### src/hdl/lbg_pkg.sv
`timescale 1ns / 1ps
`default_nettype none
// ----------------------------------------------------------------------------
// lbg_pkg: shared definitions of the LED bar graph frame buffer
// Field widths, request codes and the geometry of the 10 x 20 bar display.
// ----------------------------------------------------------------------------
package lbg_pkg;

    localparam int FRAME_WORDS_DEF = 16;

    localparam int REQ_TYPE_W   = 3;
    localparam int BAR_W        = 4;
    localparam int LEVEL_W      = 8;
    localparam int WORD_INDEX_W = 4;
    localparam int WORD_W       = 16;

    // request codes
    localparam logic [REQ_TYPE_W-1:0] REQ_BAR_HEIGHT = 3'd0;
    localparam logic [REQ_TYPE_W-1:0] REQ_BAR_RANGE  = 3'd1;
    localparam logic [REQ_TYPE_W-1:0] REQ_DOT        = 3'd2;
    localparam logic [REQ_TYPE_W-1:0] REQ_CLEAR_BAR  = 3'd3;
    localparam logic [REQ_TYPE_W-1:0] REQ_PIXEL      = 3'd4;
    localparam logic [REQ_TYPE_W-1:0] REQ_CLEAR_ALL  = 3'd5;
    localparam logic [REQ_TYPE_W-1:0] REQ_READOUT    = 3'd6;

    // display geometry
    localparam int BAR_ROWS  = 20;
    localparam int LO_ROWS   = 16;               // rows held in the bar's own word
    localparam int HI_ROWS   = BAR_ROWS - LO_ROWS;
    localparam logic [BAR_W-1:0] LAST_BAR   = 4'd9;
    localparam logic [BAR_W-1:0] SPLIT_BAR  = 4'd6;   // bars from here use the right block
    localparam logic [BAR_W-1:0] HI_BASE_L  = 4'd10;  // 8+2
    localparam logic [BAR_W-1:0] HI_BASE_R  = 4'd4;
    localparam logic [LEVEL_W-1:0] HEIGHT_NEG = 8'd127;
    localparam logic [LEVEL_W-1:0] HEIGHT_MAX = 8'd20;
    localparam logic [LEVEL_W-1:0] ROW_MAX    = 8'd19;

endpackage
`default_nettype wire

### src/hdl/lbg_req_if.sv
`timescale 1ns / 1ps
`default_nettype none
// ----------------------------------------------------------------------------
// lbg_req_if: request channel
// Valid/ready channel carrying one draw or readout request per beat.
// ----------------------------------------------------------------------------
interface lbg_req_if;
    logic                             valid;
    logic                             ready;
    logic [lbg_pkg::REQ_TYPE_W-1:0]   req_type;
    logic [lbg_pkg::BAR_W-1:0]        bar;
    logic [lbg_pkg::LEVEL_W-1:0]      height;
    logic [lbg_pkg::LEVEL_W-1:0]      bottom;
    logic [lbg_pkg::LEVEL_W-1:0]      top;
    logic [lbg_pkg::LEVEL_W-1:0]      row;
    logic                             pixel_on;

    modport source (output valid, req_type, bar, height, bottom, top, row, pixel_on,
                    input ready);
    modport sink   (input valid, req_type, bar, height, bottom, top, row, pixel_on,
                    output ready);
endinterface
`default_nettype wire

### src/hdl/lbg_rsp_if.sv
`timescale 1ns / 1ps
`default_nettype none
// ----------------------------------------------------------------------------
// lbg_rsp_if: readout channel
// Valid/ready channel carrying one frame word per beat.
// ----------------------------------------------------------------------------
interface lbg_rsp_if;
    logic                               valid;
    logic                               ready;
    logic [lbg_pkg::WORD_INDEX_W-1:0]   word_index;
    logic [lbg_pkg::WORD_W-1:0]         frame_word;
    logic                               last;

    modport source (output valid, word_index, frame_word, last, input ready);
    modport sink   (input valid, word_index, frame_word, last, output ready);
endinterface
`default_nettype wire

### src/hdl/led_bar_graph_frame_buffer.sv
`timescale 1ns / 1ps
`default_nettype none
// ----------------------------------------------------------------------------
// led_bar_graph_frame_buffer: frame store for a 10-bar by 20-LED graph
// Applies draw requests to a 16 x 16-bit frame and streams it out on demand.
// ----------------------------------------------------------------------------
// Usage
//   req : one request per beat (bar height, bar range, dot, clear bar, pixel,
//         clear all, readout). Draw requests produce no beat on rsp.
//   rsp : a readout yields sixteen beats, words 0..15, last high on word 15.
// Sequence
//   A bar, dot or pixel request: the accept cycle reads the bar's own word,
//   state S_LO writes it back and reads the word holding the top four rows,
//   and state S_HI writes that back. The single read port of the frame memory
//   forces this split. Ignored requests leave the block idle.
//   Clear all: the accept cycle, then one word written per cycle.
//   Readout: after the accept cycle each word is read in S_RO_RD, then loaded
//   into the output register in S_RO_LD once the register is free.
// Reset
//   After rst_n is released a clearing pass zeroes the frame;
//   req.ready stays low until it ends.
// Stalls
//   A stalled rsp holds the output register and pauses the readout. Requests
//   are taken again once the last word is loaded, even while it waits.
// ----------------------------------------------------------------------------
module led_bar_graph_frame_buffer #(
    parameter int FRAME_WORDS = lbg_pkg::FRAME_WORDS_DEF
) (
    input  wire logic  clk,
    input  wire logic  rst_n,
    lbg_req_if.sink    req,
    lbg_rsp_if.source  rsp
);

    localparam int AW = $clog2(FRAME_WORDS);
    localparam logic [AW-1:0] LAST_ADDR = AW'(FRAME_WORDS - 1);

    localparam logic [2:0] S_CLEAR = 3'd0;
    localparam logic [2:0] S_IDLE  = 3'd1;
    localparam logic [2:0] S_LO    = 3'd2;
    localparam logic [2:0] S_HI    = 3'd3;
    localparam logic [2:0] S_RO_RD = 3'd4;
    localparam logic [2:0] S_RO_LD = 3'd5;

    // frame memory
    logic [lbg_pkg::WORD_W-1:0] mem [FRAME_WORDS];
    logic                        wr_en;
    logic [AW-1:0]               wr_addr;
    logic [lbg_pkg::WORD_W-1:0]  wr_data;
    logic                        rd_en;
    logic [AW-1:0]               rd_addr;
    logic [lbg_pkg::WORD_W-1:0]  rd_data_reg;

    // control
    logic [2:0]    state_reg, state_next;
    logic [AW-1:0] cnt_reg, cnt_next;
    logic          out_valid_reg, out_valid_next;
    logic          accept;
    logic          load_out;

    // decoded draw request, held for the read-modify-write
    logic [lbg_pkg::BAR_W-1:0]    bar_reg;
    logic [lbg_pkg::BAR_ROWS-1:0] chg_reg, val_reg;   // indexed by row from bottom
    logic [lbg_pkg::BAR_ROWS-1:0] chg_c, val_c;
    logic                         draw_c;

    logic [AW-1:0]               out_idx_reg;
    logic [lbg_pkg::WORD_W-1:0]  out_word_reg;
    logic                        out_last_reg;

    logic [lbg_pkg::BAR_W-1:0]   hi_addr;
    logic [lbg_pkg::WORD_W-1:0]  hi_chg, hi_val;

    // clamped levels, row numbers from the bottom
    logic [4:0] h_c, t_c, bo_c, dot_c, pix_c;

    always_comb
    begin
        if (req.height > lbg_pkg::HEIGHT_NEG)
            h_c = 5'd0;
        else if (req.height > lbg_pkg::HEIGHT_MAX)
            h_c = lbg_pkg::HEIGHT_MAX[4:0];
        else
            h_c = req.height[4:0];

        t_c = (req.top > lbg_pkg::ROW_MAX) ? lbg_pkg::ROW_MAX[4:0] : req.top[4:0];
        bo_c = (req.bottom > lbg_pkg::ROW_MAX) ? lbg_pkg::ROW_MAX[4:0] : req.bottom[4:0];
        if (bo_c > t_c)
            bo_c = t_c;
        dot_c = (req.row > lbg_pkg::ROW_MAX) ? lbg_pkg::ROW_MAX[4:0] : req.row[4:0];
        // pixel line counts from the top: flip to a row from the bottom
        pix_c = lbg_pkg::ROW_MAX[4:0] - req.row[4:0];

        chg_c  = '0;
        val_c  = '0;
        draw_c = 1'b0;
        case (req.req_type)
            lbg_pkg::REQ_BAR_HEIGHT:
            begin
                chg_c  = '1;
                draw_c = 1'b1;
                for (int u = 0; u < lbg_pkg::BAR_ROWS; u++)
                    val_c[u] = (5'(u) < h_c);
            end
            lbg_pkg::REQ_BAR_RANGE:
            begin
                chg_c  = '1;
                draw_c = 1'b1;
                for (int u = 0; u < lbg_pkg::BAR_ROWS; u++)
                    val_c[u] = (5'(u) <= t_c) && (5'(u) >= bo_c);
            end
            lbg_pkg::REQ_DOT:
            begin
                chg_c  = lbg_pkg::BAR_ROWS'(1) << dot_c;
                val_c  = chg_c;
                draw_c = 1'b1;
            end
            lbg_pkg::REQ_CLEAR_BAR:
            begin
                chg_c  = '1;
                draw_c = 1'b1;
            end
            lbg_pkg::REQ_PIXEL:
            begin
                chg_c  = lbg_pkg::BAR_ROWS'(1) << pix_c;
                val_c  = req.pixel_on ? chg_c : '0;
                draw_c = (req.row <= lbg_pkg::ROW_MAX);
            end
            default:
            begin
                draw_c = 1'b0;
            end
        endcase
        // drop draws aimed past the last bar
        if (req.bar > lbg_pkg::LAST_BAR)
            draw_c = 1'b0;
    end

    // word holding the top four rows of the held bar, and its bit lane
    always_comb
    begin
        if (bar_reg < lbg_pkg::SPLIT_BAR)
        begin
            hi_addr = bar_reg + lbg_pkg::HI_BASE_L;
            hi_chg  = lbg_pkg::WORD_W'(chg_reg[lbg_pkg::BAR_ROWS-1:lbg_pkg::LO_ROWS]);
            hi_val  = lbg_pkg::WORD_W'(val_reg[lbg_pkg::BAR_ROWS-1:lbg_pkg::LO_ROWS]);
        end
        else
        begin
            hi_addr = bar_reg + lbg_pkg::HI_BASE_R;
            hi_chg  = lbg_pkg::WORD_W'(chg_reg[lbg_pkg::BAR_ROWS-1:lbg_pkg::LO_ROWS])
                      << lbg_pkg::HI_ROWS;
            hi_val  = lbg_pkg::WORD_W'(val_reg[lbg_pkg::BAR_ROWS-1:lbg_pkg::LO_ROWS])
                      << lbg_pkg::HI_ROWS;
        end
    end

    assign req.ready = (state_reg == S_IDLE);
    assign accept    = req.valid && req.ready;
    assign load_out  = (state_reg == S_RO_LD) && (!out_valid_reg || rsp.ready);

    // sequencer
    always_comb
    begin
        state_next     = state_reg;
        cnt_next       = cnt_reg;
        wr_en          = 1'b0;
        wr_addr        = cnt_reg;
        wr_data        = '0;
        rd_en          = 1'b0;
        rd_addr        = cnt_reg;
        out_valid_next = out_valid_reg;

        if (out_valid_reg && rsp.ready)
            out_valid_next = 1'b0;

        case (state_reg)
            S_CLEAR:
            begin
                wr_en    = 1'b1;
                cnt_next = cnt_reg + 1'b1;
                if (cnt_reg == LAST_ADDR)
                    state_next = S_IDLE;
            end
            S_IDLE:
            begin
                if (accept)
                begin
                    rd_en    = 1'b1;
                    rd_addr  = AW'(req.bar);
                    cnt_next = '0;
                    if (req.req_type == lbg_pkg::REQ_CLEAR_ALL)
                        state_next = S_CLEAR;
                    else if (req.req_type == lbg_pkg::REQ_READOUT)
                        state_next = S_RO_RD;
                    else if (draw_c)
                        state_next = S_LO;
                end
            end
            S_LO:
            begin
                // write back the bar's own word, fetch its top-rows word
                wr_en      = 1'b1;
                wr_addr    = AW'(bar_reg);
                wr_data    = (rd_data_reg & ~chg_reg[lbg_pkg::LO_ROWS-1:0])
                           | (val_reg[lbg_pkg::LO_ROWS-1:0] & chg_reg[lbg_pkg::LO_ROWS-1:0]);
                rd_en      = 1'b1;
                rd_addr    = AW'(hi_addr);
                state_next = S_HI;
            end
            S_HI:
            begin
                wr_en      = 1'b1;
                wr_addr    = AW'(hi_addr);
                wr_data    = (rd_data_reg & ~hi_chg) | (hi_val & hi_chg);
                state_next = S_IDLE;
            end
            S_RO_RD:
            begin
                rd_en      = 1'b1;
                state_next = S_RO_LD;
            end
            S_RO_LD:
            begin
                // hold the fetched word until the output register frees up
                if (load_out)
                begin
                    out_valid_next = 1'b1;
                    cnt_next       = cnt_reg + 1'b1;
                    state_next     = (cnt_reg == LAST_ADDR) ? S_IDLE : S_RO_RD;
                end
            end
            default:
            begin
                state_next = S_IDLE;
            end
        endcase
    end

    always_ff @(posedge clk or negedge rst_n)
    begin
        if (!rst_n)
        begin
            state_reg     <= S_CLEAR;
            cnt_reg       <= '0;
            out_valid_reg <= 1'b0;
        end
        else
        begin
            state_reg     <= state_next;
            cnt_reg       <= cnt_next;
            out_valid_reg <= out_valid_next;
        end
    end

    always_ff @(posedge clk)
    begin
        if (accept)
        begin
            bar_reg <= req.bar;
            chg_reg <= chg_c;
            val_reg <= val_c;
        end
        if (load_out)
        begin
            out_idx_reg  <= cnt_reg;
            out_word_reg <= rd_data_reg;
            out_last_reg <= (cnt_reg == LAST_ADDR);
        end
    end

    // frame memory, one write and one registered read per cycle
    always_ff @(posedge clk)
    begin
        if (wr_en)
            mem[wr_addr] <= wr_data;
        if (rd_en)
            rd_data_reg <= mem[rd_addr];
    end

    assign rsp.valid      = out_valid_reg;
    assign rsp.word_index = lbg_pkg::WORD_INDEX_W'(out_idx_reg);
    assign rsp.frame_word = out_word_reg;
    assign rsp.last       = out_last_reg;

endmodule
`default_nettype wire

### src/flat_wrapper.sv
// flat-port wrapper written by rule: the top's interface ports become plain ports
module led_bar_graph_frame_buffer_flat 
#(
    parameter int FRAME_WORDS = lbg_pkg::FRAME_WORDS_DEF
)
  (clk, rst_n, req_valid, req_req_type, req_bar, req_height, req_bottom, req_top, req_row, req_pixel_on, req_ready, rsp_valid, rsp_word_index, rsp_frame_word, rsp_last, rsp_ready);
  lbg_req_if req_i ();
  lbg_rsp_if rsp_i ();
  input  wire logic clk;
  input  wire logic rst_n;
  input wire logic [$bits(req_i.valid)-1:0] req_valid;
  input wire logic [$bits(req_i.req_type)-1:0] req_req_type;
  input wire logic [$bits(req_i.bar)-1:0] req_bar;
  input wire logic [$bits(req_i.height)-1:0] req_height;
  input wire logic [$bits(req_i.bottom)-1:0] req_bottom;
  input wire logic [$bits(req_i.top)-1:0] req_top;
  input wire logic [$bits(req_i.row)-1:0] req_row;
  input wire logic [$bits(req_i.pixel_on)-1:0] req_pixel_on;
  output wire logic [$bits(req_i.ready)-1:0] req_ready;
  output wire logic [$bits(rsp_i.valid)-1:0] rsp_valid;
  output wire logic [$bits(rsp_i.word_index)-1:0] rsp_word_index;
  output wire logic [$bits(rsp_i.frame_word)-1:0] rsp_frame_word;
  output wire logic [$bits(rsp_i.last)-1:0] rsp_last;
  input wire logic [$bits(rsp_i.ready)-1:0] rsp_ready;
  assign req_i.valid = req_valid;
  assign req_i.req_type = req_req_type;
  assign req_i.bar = req_bar;
  assign req_i.height = req_height;
  assign req_i.bottom = req_bottom;
  assign req_i.top = req_top;
  assign req_i.row = req_row;
  assign req_i.pixel_on = req_pixel_on;
  assign req_ready = req_i.ready;
  assign rsp_valid = rsp_i.valid;
  assign rsp_word_index = rsp_i.word_index;
  assign rsp_frame_word = rsp_i.frame_word;
  assign rsp_last = rsp_i.last;
  assign rsp_i.ready = rsp_ready;
  led_bar_graph_frame_buffer #(.FRAME_WORDS(FRAME_WORDS)) u_core (.clk(clk), .rst_n(rst_n), .req(req_i), .rsp(rsp_i));
endmodule
### config.mk
export PLATFORM = sky130hd
export DESIGN_NAME = led_bar_graph_frame_buffer_flat
export DESIGN_NICKNAME = d
export VERILOG_FILES = /design/src/hdl/lbg_pkg.sv /design/src/hdl/lbg_req_if.sv /design/src/hdl/lbg_rsp_if.sv /design/src/hdl/led_bar_graph_frame_buffer.sv /design/src/flat_wrapper.sv
export SDC_FILE = /design/constraint.sdc
export NUM_CORES = 1
export LEC_CHECK = 0
export ABC_AREA = 1
export BUFFER_PORTS_ARGS = -buffer_cell sky130_fd_sc_hd__buf_2
export CORE_MARGIN = 2
export CORE_UTILIZATION = 30
export DETAILED_ROUTE_END_ITERATION = 7
export PLACE_DENSITY = 0.45
export SLEW_MARGIN = 5
export SYNTH_ARGS = -nofsm -noshare
export SYNTH_HDL_FRONTEND = slang
export SYNTH_SLANG_ARGS = --single-unit
### constraint.sdc
create_clock -name clk -period 2.7 [get_ports clk]
set_clock_uncertainty 0.05 [all_clocks]
set_input_delay 0.27 -clock clk [delete_from_list [all_inputs] [get_ports clk]]
set_output_delay 0.27 -clock clk [all_outputs]
set_load 0.02 [all_outputs]
Word level (Yosys, flattened, before mapping)
Memories as Yosys holds them, arrays and structs flattened. A register that Yosys moved wholly into a read port is not among the register bits.
Cells that the tools add are included.
Widths: inputs -> output; s select.

storage, ports and cells
  register bits after elaboration = 73
  RAM bits = 256
  input bits = 44
  output and inout bits = 23
  logic and storage cells = 180
  memories kept = 1

cells by class
  add/subtract/negate cells = 4
  order comparisons = 69
  equal/unequal tests = 16
  shifts and indexed selects = 2
  multiplexer cells = 37
  bitwise gates (word level) = 8
  reduce and logical (&&, ||, !) cells = 34

memory list
  name        depth  width  read ports  clocked after Yosys merged registers in  write ports  line                              source
  u_core.mem  16     16     1           1                                        1            led_bar_graph_frame_buffer.sv:46  logic [lbg_pkg::WORD_W-1:0] mem [FRAME_WORDS];

operators by type and width
  kind                  number
  $pmux 20 s4           1
  $pmux 20 s3           1
  $and 16x16->16        3
  $ge 4x5->1 const A    8
  $le 4x5->1 const A    8
  $lt 4x5->1 const A    8
  $shl 1x5->20 const A  2
  $gt 8x5->1 const B    4
  $or 16x16->16         2
  $pmux 16 s2           1
  $mux 5                6
  $logic_and 1x1->1     23
  $mux 3                7
  $ge 3x5->1 const A    4
  $ge 5x5->1 const A    4
  $le 3x5->1 const A    4
  $le 5x5->1 const A    4
  $lt 3x5->1 const A    4
  $lt 5x5->1 const A    4
  $mux 20               1
  $mux 4                4
  $mux 8                2
  $not 16->16           1
  $not 8->16            1
  other kinds (37)      63

Longest topological paths before layout
  depth after elaboration = 9
  mapped depth = 19
  mapped depth without buffers = 19

Worst setup path before layout
Ideal clock, no wire load.

  kind = reg-to-reg
  start = register u_core.state_reg[2]
  end = register u_core.rd_data_reg[9] (netlist name), read port of u_core.mem (data pin)
  library setup time = 253 ps
  arrival time = 2278 ps
  data required time = 2397 ps
  setup slack = 119 ps
  stages on the path, launching flop included = 12
  path buffers = 1
  period minus slack after synthesis = 2581 ps
  cell sequence = dfrtp_1 > inv_2 > nand3_2 > nor2_4 > nand2_1 > nand2_1 > nor2_4 > buf_2 > nand3_1 > nand3_1 > nand3_1 > nand2_1

between the ends
  longest elaborated chain between the ends = 4
  elaborated cells on any way between the ends = 9
  classes of those cells = eq/ne: 3; mux: 4; reduce/logical: 2

RTL lines
  item                                      line                               source
  start, declared                           led_bar_graph_frame_buffer.sv:55   logic [2:0] state_reg, state_next;
  start signal, assigned                    led_bar_graph_frame_buffer.sv:250  state_reg <= state_next;
  $eq 3x1->1 *                              led_bar_graph_frame_buffer.sv:158  assign req.ready = (state_reg == S_IDLE);
  $logic_and 1x1->1 *                       led_bar_graph_frame_buffer.sv:159  assign accept = req.valid && req.ready;
  via u_core.accept                         led_bar_graph_frame_buffer.sv:58   logic accept;
  $mux 4 or $mux 1 (tied branches)          led_bar_graph_frame_buffer.sv:187  if (accept)
  $pmux 4 s2 or $pmux 1 s2 (tied branches)  led_bar_graph_frame_buffer.sv:177  case (state_reg)
  end, declared                             led_bar_graph_frame_buffer.sv:52   logic [lbg_pkg::WORD_W-1:0] rd_data_reg;

The timed path passes the listed nets; every way through them passes the cells marked *.
A chain may end at the register's enable or synchronous reset.

Final worst setup path
  start = register u_core.state_reg[1]
  end = register u_core.rd_data_reg[0] (netlist name), read port of u_core.mem (data pin)

between the ends
  longest elaborated chain between the ends = 4
  elaborated cells on any way between the ends = 9
  classes of those cells = eq/ne: 3; mux: 4; reduce/logical: 2

RTL lines
  item                                      line
  $eq 3x1->1                                led_bar_graph_frame_buffer.sv:158, led_bar_graph_frame_buffer.sv:177
  $logic_and 1x1->1                         led_bar_graph_frame_buffer.sv:159
  $mux 4 or $mux 1 (tied branches)          led_bar_graph_frame_buffer.sv:187
  $pmux 4 s2 or $pmux 1 s2 (tied branches)  led_bar_graph_frame_buffer.sv:177

Several ways; a longest one is shown, not always the timed one.

==> impl_metrics.json <==
{
  "final_core_util_pct": 35.7,
  "fin_area_um2": 19600,
  "grt_antenna_before_repair": 2,
  "wl_per_cell_um": 19.2,
  "worst_slack_ps": 285,
  "syn-num-nets": 1795,
  "post-dp-hpwl_um": 32800,
  "hold_viol": 0,
  "reg2reg_slack_ps": 280,
  "cp-start-kind": "register",
  "tritoncts": "done",
  "grt_util_all_layers_pct": 17.8,
  "syn_to_final_growth_pct": 18.2,
  "avgViaCountPerCell": 4.82,
  "crit_buf_inv": 1,
  "ys_seq_area_share_pct": 62.4,
  "root_buffer": "clkbuf_16",
  "final_cell_mix": "nand2_1, edfxtp_1, nand3_1",
  "ir_drop_mv": 0.762,
  "num-fill-cells": 5527,
  "crit_chain": "nor2_2, nand3_1, nand2_2, nand2_4, nand2_4, buf_12, nand2_1, nand3_1, nand3_1, nand3_1, nand2_1",
  "reg2reg_depth": 11,
  "rows": 86,
  "synth_cell_type_count": 42,
  "cpLargestDelayFamily": "simple AND/OR/NAND/NOR gates",
  "start_util_pct": 30.2,
  "first_iter_violations": 813,
  "ys_ff_latch": 345,
  "fin_tns_setup_ps": 0,
  "grt_first_pass_wirelength_um": 75600,
  "syn_area_um2": 16500,
  "power_density_nw_per_um2": 1160,
  "end_kind": "register",
  "slowest_stage": "dfrtp_1",
  "cts-buffers-inserted": 39,
  "gp_congestion": 0.890,
  "nets": 1936,
  "hold_class": "input pin to asynchronous set/reset pin",
  "netlist_instances": 1743,
  "io_pins": 67,
  "max_clock_freq_ghz": 0.414,
  "vias": 12601,
  "status": "completed",
  "die_w_um": 239,
  "finalCriticalPeriod_ps": 2420,
  "grt-ovfl-total": 0,
  "final_common_cell": "nand2_1",
  "insertion_delay_ps": 550,
  "die_h_um": 239,
  "crit_fanout": 55,
  "n_antenna_cell": 0,
  "drc": 0,
  "critical_path_arrival_ps": 2620,
  "postCtsResizedCells": 0,
  "tightestPinTransition_ps": 615,
  "clk_path_buf_depth": 3,
  "drive_gt1_share_pct": 13.0,
  "port_buffers": 66,
  "cap_viol_max_count": 0,
  "setup_violations": 0,
  "leakagePower_nw": 8.27,
  "core_area_um2": 54800,
  "final_antenna_net_count": 0,
  "max_slew_margin_pct": 58.9,
  "criticalPathCategory": "register to register",
  "cp_data_required_time_ps": 2910,
  "period_share_pct": 89.4,
  "totalWireLength_um": 50100,
  "largest_register_ffs": 256,
  "worst_path_most_repeated_cell": "nand3_1",
  "yosys_warnings": 0,
  "grt_pass1_vias": 12241,
  "rr_endpoint": "u_core.rd_data_reg[0]",
  "path_clk_slew_ps": 60,
  "cts_max_level": 2,
  "clock_sinks": 345,
  "dieArea_um2": 57000,
  "final-max-slew-violation-count": 0,
  "holdWs_ps": 50.9,
  "post-place-ws_ps": -73.3,
  "synth.avg_cell_area_um2": 9.49,
  "cpPeakStageDelay_ps": 460,
  "place_area_um2": 18300,
  "grt_max_degree": 65,
  "rsz0062_at_grt": "false",
  "dr.pass1.iters": 5,
  "timing.rr.start": "u_core.state_reg[1]"
}
-- through the flow --
step	total power, mW	std cells
after floorplan	14.0	1743
after global placement	17.9	2541
after detailed placement	17.9	2541
after CTS	22.9	2615
after global routing	24.2	2615
final	22.6	2615
-- how the worst max path moves through the flow --
stage / start / endpoint / slack [ps] / cells after the start
floorplan: u_core.state_reg[2] / u_core.rd_data_reg[9] / 120 / 11
global placement: req_top[7] / u_core.val_reg[13] / 50 / 18
global route: u_core.state_reg[0] / u_core.rd_data_reg[9] / 120 / 12
CTS: u_core.state_reg[2] / u_core.rd_data_reg[10] / 290 / 12
detailed placement: req_bottom[7] / u_core.val_reg[6] / -70 / 17
finish: u_core.state_reg[1] / u_core.rd_data_reg[0] / 280 / 11
-- per-layer routing --
metal  vias to the layer above  global-route usage [%]  share of wire, %
met3                        77                    3.37               4.5
met1                      6149                    24.7                47
met4                         4                    5.19               2.4
met5                         -                       0             0.044
li1                       6123                       -                 -
met2                       248                    28.2                46
-- cell usage after synthesis --
cell type / n / share of area (%)
a211oi_1: 1 / 0.045
a21oi_1: 20 / 0.61
a31oi_1: 4 / 0.15
a32o_1: 3 / 0.18
and3_1: 1 / 0.038
buf_1: 1 / 0.023
buf_2: 44 / 1.3
buf_4: 10 / 0.45
buf_6: 5 / 0.34
clkbuf_1: 9 / 0.20
clkinv_1: 1 / 0.023
dfrtp_1: 8 / 1.2
edfxtp_1: 337 / 61
ha_1: 8 / 0.61
inv_1: 235 / 5.3
inv_2: 6 / 0.14
mux2i_1: 4 / 0.24
nand2_1: 467 / 11
nand2_2: 2 / 0.076
nand3_1: 337 / 10
nand3_2: 2 / 0.12
nand3_4: 1 / 0.11
nand3b_1: 5 / 0.23
nand4_1: 8 / 0.30
nor2_1: 118 / 2.7
nor2_2: 2 / 0.076
nor2_4: 2 / 0.14
nor3_1: 24 / 0.73
nor3b_1: 2 / 0.091
o2111ai_1: 1 / 0.053
o211ai_1: 3 / 0.14
o21a_1: 2 / 0.091
o21ai_0: 58 / 1.8
o21ai_1: 1 / 0.030
o21bai_1: 1 / 0.045
o22a_1: 1 / 0.053
o22ai_1: 3 / 0.11
o311ai_0: 2 / 0.11
o31ai_1: 1 / 0.045
or2_2: 1 / 0.038
or3_1: 1 / 0.038
xnor2_1: 1 / 0.053
-- cell type report --
class	count	area, um^2	share of cell area (%)
Sequential cell	345	10300	52.8
Multi-Input combinational cell	1087	4980	25.5
Timing Repair Buffer	169	1270	6.49
Clock buffer	55	1110	5.67
Inverter	242	911	4.66
Tap cell	704	881	4.51
Clock inverter	13	77.6	0.397
-- where the power goes --
part / internal (mW) / leakage, nW / total, mW / switching, mW
sequential: 7.74 / 3.24 / 8.22 / 0.480
clock: 2.87 / 0.577 / 4.97 / 2.10
combinational: 2.75 / 4.45 / 9.41 / 6.66
total: 13.4 / 8.27 / 22.6 / 9.24
-- worst register-to-register path: cells and delay by family, from the launching register on --
family | cells | cell delay (ps)
buf+inv | 1 | 250
flops | 1 | 460
simple gates | 10 | 1380
-- cell families (layout without fill, tap and decap cells) --
family / after synthesis / after routing / share of synthesized area [%]
AND/OR/NAND/NOR: 973 / 973 / 25.4
flip-flops: 345 / 345 / 62.4
buffers and inverters: 311 / 479 / 7.84
AO/OA/AOI/OAI: 101 / 101 / 3.41
adder cells (fa/ha/maj): 8 / 8 / 0.605
multiplexers: 4 / 4 / 0.242
XOR/XNOR: 1 / 1 / 0.0530
-- what timing repair did --
item / in CTS / in global routing
buffers inserted: 0 / 0
hold buffers: 6 / 0
endpoints found under the hold margin: 13 / 0
No activity file was read; power rests on OpenSTA's default activity.
